### config.mk
export PLATFORM = sky130hd
export DESIGN_NAME = pps_cell
export DESIGN_NICKNAME = d
export VERILOG_FILES = /design/src/pps_pkg.sv /design/src/pps_cell.sv
export SDC_FILE = /design/constraint.sdc
export NUM_CORES = 1
export LEC_CHECK = 0
export ABC_AREA = 1
export BUFFER_PORTS_ARGS = -buffer_cell sky130_fd_sc_hd__buf_2
export CORE_ASPECT_RATIO = 0.6
export CORE_MARGIN = 2
export CORE_UTILIZATION = 28
export DETAILED_ROUTE_END_ITERATION = 10
export GPL_TIMING_DRIVEN = 0
export MAX_ROUTING_LAYER = met4
export PLACE_DENSITY = 0.6
export SLEW_MARGIN = 20
export SYNTH_ARGS = -nofsm -noshare
export SYNTH_HDL_FRONTEND = slang
export SYNTH_SLANG_ARGS = --single-unit
### constraint.sdc
create_clock -name clk -period 6.2 [get_ports clk]
set_input_delay 0.62 -clock clk [delete_from_list [all_inputs] [get_ports clk]]
set_output_delay 0.62 -clock clk [all_outputs]
set_load 0.02 [all_outputs]
### src/pps_pkg.sv
package pps_pkg;

    // action codes of an input item
    localparam logic [1:0] ACT_LOAD = 2'd0;
    localparam logic [1:0] ACT_TICK = 2'd1;
    localparam logic [1:0] ACT_EXIT = 2'd2;

    typedef struct packed {
        logic [15:0] cpu_time;
        logic [7:0]  prio;
        logic [7:0]  id;
    } entry_t;

    // sort key: priority first, then cpu time
    typedef logic [23:0] key_t;

    typedef enum logic [1:0] {
        CELL_HOLD,
        CELL_INSERT,
        CELL_POP,
        CELL_SWAP
    } cell_op_t;

    // broadcast from the top level to every cell
    typedef struct packed {
        cell_op_t op;
        key_t     key;
        entry_t   new_entry;
    } cell_ctrl_t;

    // what a cell shows its neighbors
    typedef struct packed {
        entry_t entry;
        logic   lt;
    } cell_link_t;

    function automatic key_t entry_key(entry_t e);
        return {e.prio, e.cpu_time};
    endfunction

endpackage

### src/pps_cell.sv
module pps_cell
    import pps_pkg::*;
(
    input  logic       clk,
    input  cell_ctrl_t ctrl,
    input  logic       occupied,
    input  cell_link_t below,   // neighbor on the head side
    input  cell_link_t above,   // neighbor on the tail side
    output cell_link_t link
);

    entry_t entry_reg;
    entry_t entry_next;
    logic   lt;

    // this slot holds a task that stays ahead of the broadcast key
    assign lt = occupied && (entry_key(entry_reg) < ctrl.key);

    assign link.entry = entry_reg;
    assign link.lt    = lt;

    always_comb
    begin
        entry_next = entry_reg;
        case (ctrl.op)
            CELL_INSERT:
            begin
                if (lt)
                    entry_next = entry_reg;
                else if (below.lt)
                    entry_next = ctrl.new_entry;
                else
                    entry_next = below.entry;
            end
            CELL_POP:
                entry_next = above.entry;
            CELL_SWAP:
            begin
                // head leaves and the preempted task goes back in order
                if (above.lt)
                    entry_next = above.entry;
                else if (lt)
                    entry_next = ctrl.new_entry;
                else
                    entry_next = entry_reg;
            end
            default:
                entry_next = entry_reg;
        endcase
    end

    always_ff @(posedge clk)
    begin
        entry_reg <= entry_next;
    end

endmodule
==> reports/qor.csv, run 1 <==
stage,metric,value,unit
die,io_pins,159,
die,core_area,8040,um^2
clock_network,cts.sinks,32,
layout,nFillCells,825,
route,routed_via_density,4.40,
clock_network,post_cts_buffers,0,
synthesis,synth.distinct_cells,20,
placed_design,io_buffers,158,
worst_setup_path,path_class,input port to output pin,
power,total_power,0.000756,W
global_routing,antenna_found_initial,0,
timing,tns,0,ns
clock_network,cts_buffers,5,
route,wl_met1,3760,um
worst_setup_path,critPathMaxFanout,3,
clock_network,clock_path_buffers,2,
clock_network,cts_hold_buf,0,
timing,fin_crit,2.81,ns
status,status,"finished, final reports clean",
power,cellInternalPower,0.000518,W
synthesis,postSynthAreaPerCell,7.88,um^2
worst_hold_path,min_path_type,input port to register,
global_routing,grt_usage,17.1,%
synthesis,syn_inst,301,
run,max_cap_violations,0,
die,die_width,123,um
worst_hold_path,hold_path_end,link[1]$_DFFE_PP_,
timing,slew_headroom,64.0,%
power,sequentialPowerShare,38.5,%
worst_setup_path,r2r-end,link[24]$_DFFE_PP_,
global_routing,grt-ovfl-total,0,
timing,finalSetupViolations,0,
clock_network,insertion_delay,0.27,ns
layout,multiInputGateArea,1080,um^2
power,power_frac_clock,30.9,%
worst_setup_path,endpoint_kind,output pin,
power,pwr-share-comb,30.6,%
global_routing,grt_pass1_vias,2475,
power,switchingPower,0.000238,W
timing,grt_setup_unrepaired,false,
die,design.die.area,9240,um^2
global_routing,grt_first_pass_wirelength,11600,um
worst_setup_path,cp-start-kind,input port,
layout,area_growth,46.3,%
synthesis,seq_area_frac_synth,40.5,%
worst_setup_path,cp.arrival,2.19,ns
timing,slew_viol_final,0,
clock_network,cts_tree,done,
power,ir_drop,90.8,uV
die,rows,25,
worst_hold_path,whs_path_depth,3,
power,switching_share,31.5,%
route,wl_per_cell,13.1,um
worst_setup_path,reg2reg_depth,9,
layout,diodes,0,
global_routing,grt_max_degree,21,
clock_network,path_clk_slew,0.05,ns
worst_hold_path,hp-start,above[1],
route,highest_layer,met4,
layout,drive_gt1_share,38.0,%
layout,largest_register_ffs,32,
clock_network,h-tree-depth,2,
route,drcViolationCount,0,
route,dr_total_vias,2532,
route,dr_wl_met2,3310,um
route,route.met3.wl,472,um
power,power_density,218,nW/um^2
timing,tightest_slew,0.540,ns
synthesis,synth.net_count,450,
clock_network,cts_root_buffer,clkbuf_16,
route,drt_iter0_markers,90,
route,ant_nets,0,
timing,whs,0.650,ns
route,drt_first_pass_iters,4,
worst_setup_path,regToRegStartpoint,link[15]$_DFFE_PP_,
die,start_util,29.5,%
timing,fin_crit_sh,45.3,%
timing,fin_skew,0.00280,ns
timing,clock.fmax,356,MHz
synthesis,yosys_warnings,0,
placed_design,dp_hpwl,6330,um
worst_setup_path,worstPathRequired,5.58,ns
synthesis,synth-seq-cells,32,
worst_setup_path,worst-r2r-setup-slack,3.70,ns
route,drt-total-wl,7570,um
synthesis,syn-cell-area,2370,um^2
layout,seqCellArea,961,um^2
die,die_y,75.3,um
clock_network,post_cts_resized,0,
power,leakage,1.91,nW
placed_design,gp_congestion,0.776,
timing,hold_violations,0,
layout,nNetsFinal,616,
==> cell type report <==
type	instances	share of cell area (%)
repair buffers	159	23.6
inverters	67	7.25
clock buffers	5	3.61
flip-flops and latches	32	27.7
clock inverters	3	0.397
well taps	108	3.90
plain buffers	14	2.27
multi-input cells	188	31.3
==> worst max path at each step <==
stage                         from  cells past startpoint            endpoint
after floorplan           ctrl[55]                     11  link[10]$_DFFE_PP_
after global placement    ctrl[55]                     10   link[1]$_DFFE_PP_
after detailed placement  ctrl[55]                     11  link[22]$_DFFE_PP_
after CTS                 ctrl[55]                     12             link[0]
after global routing      ctrl[55]                     12             link[0]
final                     ctrl[55]                     12             link[0]
==> per-layer routing <==
layer / vias up / global-route usage, %
met5: - / -
met4: 0 / 2.94
met3: 5 / 3.71
met2: 87 / 26.6
met1: 1118 / 23.2
li1: 1322 / -
==> metrics by stage <==
stage               instances  setup WS [ns]  util, %  instance area (um^2)
global route              576           3.06     43.1                  3470
CTS                       576           3.30     43.1                  3470
detailed placement        568           3.29     41.4                  3330
finish                    576           3.39     43.1                  3470
floorplan                 301           3.39        -                  2370
global placement          567           2.27     41.0                  3300
==> cell usage after synthesis <==
cell type / count / area, um^2
o211ai_1: 25 / 188
buf_6: 2 / 22.5
or2_1: 1 / 6.26
nand4_1: 1 / 6.26
inv_2: 1 / 3.75
o21ai_1: 3 / 15.0
nand3_1: 30 / 150
buf_2: 6 / 30.0
ha_1: 23 / 288
o21ai_0: 4 / 20.0
nand3b_1: 1 / 7.51
inv_1: 66 / 248
nor3_1: 2 / 10.0
clkbuf_1: 5 / 18.8
nor2_1: 23 / 86.3
nand2_1: 61 / 229
buf_4: 1 / 7.51
o21ai_2: 1 / 8.76
edfxtp_1: 32 / 961
a21oi_1: 13 / 65.1
==> critical path, cell delays in order <==
cell and delay, ns:
buf_2 0.07, inv_1 0.03, ha_1 0.28, nand2_1 0.08, nor2_1 0.23, nand2_1 0.12, nor3_1 0.26, nand2_1 0.11
nand2_1 0.09, inv_1 0.04, buf_4 0.11, buf_2 0.15
==> logic make-up (layout without fill, tap and decap cells) <==
group           Yosys count  in the layout  share of synthesized area, %
compound gates           46             46                          12.5
fa+ha+maj                23             23                          12.1
simple gates            119            119                          20.9
buf+inv                  81            248                          13.9
flops                    32             32                          40.5
==> cells in the final DEF, fill, tap and decap left out, types with 2 or more instances in the layout <==
master and n:
buf_2 164, clkbuf_1 5, nor2_1 23, nand2_1 61, edfxtp_1 32, o21ai_0 4, nand3_1 29, a21oi_1 13
buf_6 2, ha_1 23, inv_1 66, o211ai_1 25, nor3_1 2, clkbuf_16 5, o21ai_1 3, clkinv_2 2
==> power groups by stage <==
stage                     Combinational (W)  Clock, W  Sequential, W
after floorplan                   0.0000978         0       0.000328
after global placement             0.000224         0       0.000297
after detailed placement           0.000233         0       0.000296
after CTS                          0.000234  0.000241       0.000292
after global routing               0.000261  0.000252       0.000295
final                              0.000231  0.000234       0.000291
Power figures use the tool's default switching activity.
==> run 2, diff against run 1 <==
Settings changed: PLACE_DENSITY 0.6 to 0.62.
Clock period 6.2 ns to 2.54 ns, I/O delays scaled along.
==> reports/qor.csv, run 2 (synthesis gave the netlist of run 1 again) <==
stage,metric,value,unit,change
route,drt_first_pass_iters,4,,unchanged
layout,nNetsFinal,616,,unchanged
layout,area_growth,46.5,%,
clock_network,h-tree-depth,2,,unchanged
worst_setup_path,endpoint_kind,output pin,,
die,rows,25,,unchanged
layout,largest_register_ffs,32,,unchanged
timing,slew_headroom,52.4,%,-12 points
placed_design,gp_congestion,0.814,,+4.9%
worst_setup_path,critPathMaxFanout,3,,unchanged
die,start_util,29.5,%,unchanged
layout,layout_commonest_cell,buf_2,,
die,die_y,75.3,um,unchanged
timing,clock.fmax,440,MHz,
global_routing,grt-ovfl-total,0,,unchanged
timing,grt_setup_unrepaired,false,,
die,die_width,123,um,unchanged
power,power_density,528,nW/um^2,+140%
route,dr_total_vias,2567,,+1.4%
timing,tightest_slew,0.714,ns,+0.174 ns
worst_hold_path,min_path_type,input port to register,,
run,max_cap_violations,0,,unchanged
timing,slew_viol_final,0,,unchanged
timing,whs,0.288,ns,-0.362 ns
placed_design,io_buffers,158,,unchanged
layout,drive_gt1_share,38.5,%,+0.43 points
timing,fin_crit,2.27,ns,
placed_design,dp_hpwl,6330,um,about the same
power,total_power,0.00183,W,+140%
layout,diodes,0,,unchanged
die,io_pins,159,,unchanged
layout,utilization,43.2,%,+0.062 points
worst_setup_path,path_class,register to output pin,,
power,leakage,1.91,nW,-0.24%
die,core_area,8040,um^2,unchanged
status,status,"finished, final reports clean",,
clock_network,clock_path_buffers,2,,unchanged
route,drcViolationCount,0,,unchanged
timing,tns,0,ns,unchanged
placed_design,placedCellCount,567,,-0.18%
global_routing,grt_pass1_vias,2439,,-1.5%
route,routed_via_density,4.46,,+1.4%
worst_setup_path,worstPathRequired,2.29,ns,-3.29 ns
worst_setup_path,cp-start-kind,register,,
route,wl_per_cell,13.2,um,+0.37%
route,drt-total-wl,7600,um,+0.37%
clock_network,cts_hold_buf,0,,unchanged
timing,fin_skew,0.00434,ns,+0.00154 ns
clock_network,cts_root_buffer,clkbuf_16,,
global_routing,grt_usage,16.8,%,-0.31 points
clock_network,insertion_delay,0.27,ns,about the same
clock_network,cts_tree,done,,
clock_network,path_clk_slew,0.05,ns,about the same
route,ant_nets,0,,unchanged
worst_setup_path,cp.arrival,2.02,ns,-0.17 ns
route,drt_iter0_markers,86,,-4.4%
clock_network,cts_buffers,5,,unchanged
layout,most-common-layout-cells,"164 x buf_2, 66 x inv_1, 61 x nand2_1",,
timing,hold_violations,0,,unchanged
die,design.die.area,9240,um^2,unchanged
global_routing,grt_first_pass_wirelength,11300,um,-2.0%
timing,fin_crit_sh,89.5,%,
power,ir_drop,203,uV,+120%
global_routing,grt_max_degree,33,,+57%
layout,fin_cells,576,,unchanged
clock_network,cts.sinks,32,,unchanged
timing,finalSetupViolations,0,,unchanged
global_routing,antenna_found_initial,0,,unchanged
[run 2: area by class of cell]
| class | instances | area (um^2) |
|---|---|---|
| timing repair buffer | 158 | 791 |
| multi-input combinational | 189 | 1120 |
| clock buffer | 5 | 125 |
| clock inverter | 3 | 13.8 |
| sequential | 32 | 961 |
| inverter | 67 | 251 |
| tap | 108 | 135 |
| fill | 860 | 4570 |
| buffer | 14 | 78.8 |
[run 2: stage by stage]
step / worst slack [ns] / cell area (um^2)
2_1_floorplan: 0.236 / 2380
3_3_place_gp: -0.323 / 3300
3_5_place_dp: -0.357 / 3300
4_1_cts: 0.00476 / 3450
5_1_grt: 0.0179 / 3470
6_report: 0.267 / 3470
[run 2: critical path, cell delays in order, from the launching register on]
cell	delay, ns
edfxtp_1	0.39
ha_1	0.31
nand2_1	0.09
nor2_2	0.18
nand2_1	0.10
nor2_1	0.10
nand2_1	0.08
nand2_1	0.06
nor2_1	0.05
nand2_1	0.08
inv_1	0.04
buf_4	0.11
buf_2	0.15
[run 2: worst paths after layout]
check | cells after the start | startpoint | end | slack [ns]
worst max-delay path | 12 | link[16]$_DFFE_PP_ | link[0] | 0.27
worst min-delay path | 3 | above[12] | link[12]$_DFFE_PP_ | 0.29
worst max register to register | 11 | link[32]$_DFFE_PP_ | link[27]$_DFFE_PP_ | 0.30
worst min register to register | 7 | link[24]$_DFFE_PP_ | link[30]$_DFFE_PP_ | 1.33
[run 2: layer usage]
layer  vias up  track usage (%)  part of all wire, %
met5         -                -                    0
met4         0             2.68                 0.36
met3         4             3.18                  6.7
met2        89             26.3                   44
met1      1151             23.0                   49
li1       1323                -                    -
[run 2: where the power goes]
| part | switching (W) | total, W | leakage, nW | internal, W |
|---|---|---|---|---|
| clock | 0.000202 | 0.000557 | 0.0710 | 0.000355 |
| combinational | 0.000336 | 0.000563 | 1.52 | 0.000227 |
| sequential | 0.0000376 | 0.000712 | 0.318 | 0.000675 |
| total | 0.000575 | 0.00183 | 1.91 | 0.00126 |
[run 2: what timing repair did]
| item | in CTS | in global routing |
|---|---|---|
| resized for setup | 1 | 3 |
| pin swaps | 0 | 1 |
| buffers inserted | 0 | 0 |
| setup endpoints to repair | 32 | 33 |
| cloned | 0 | 1 |
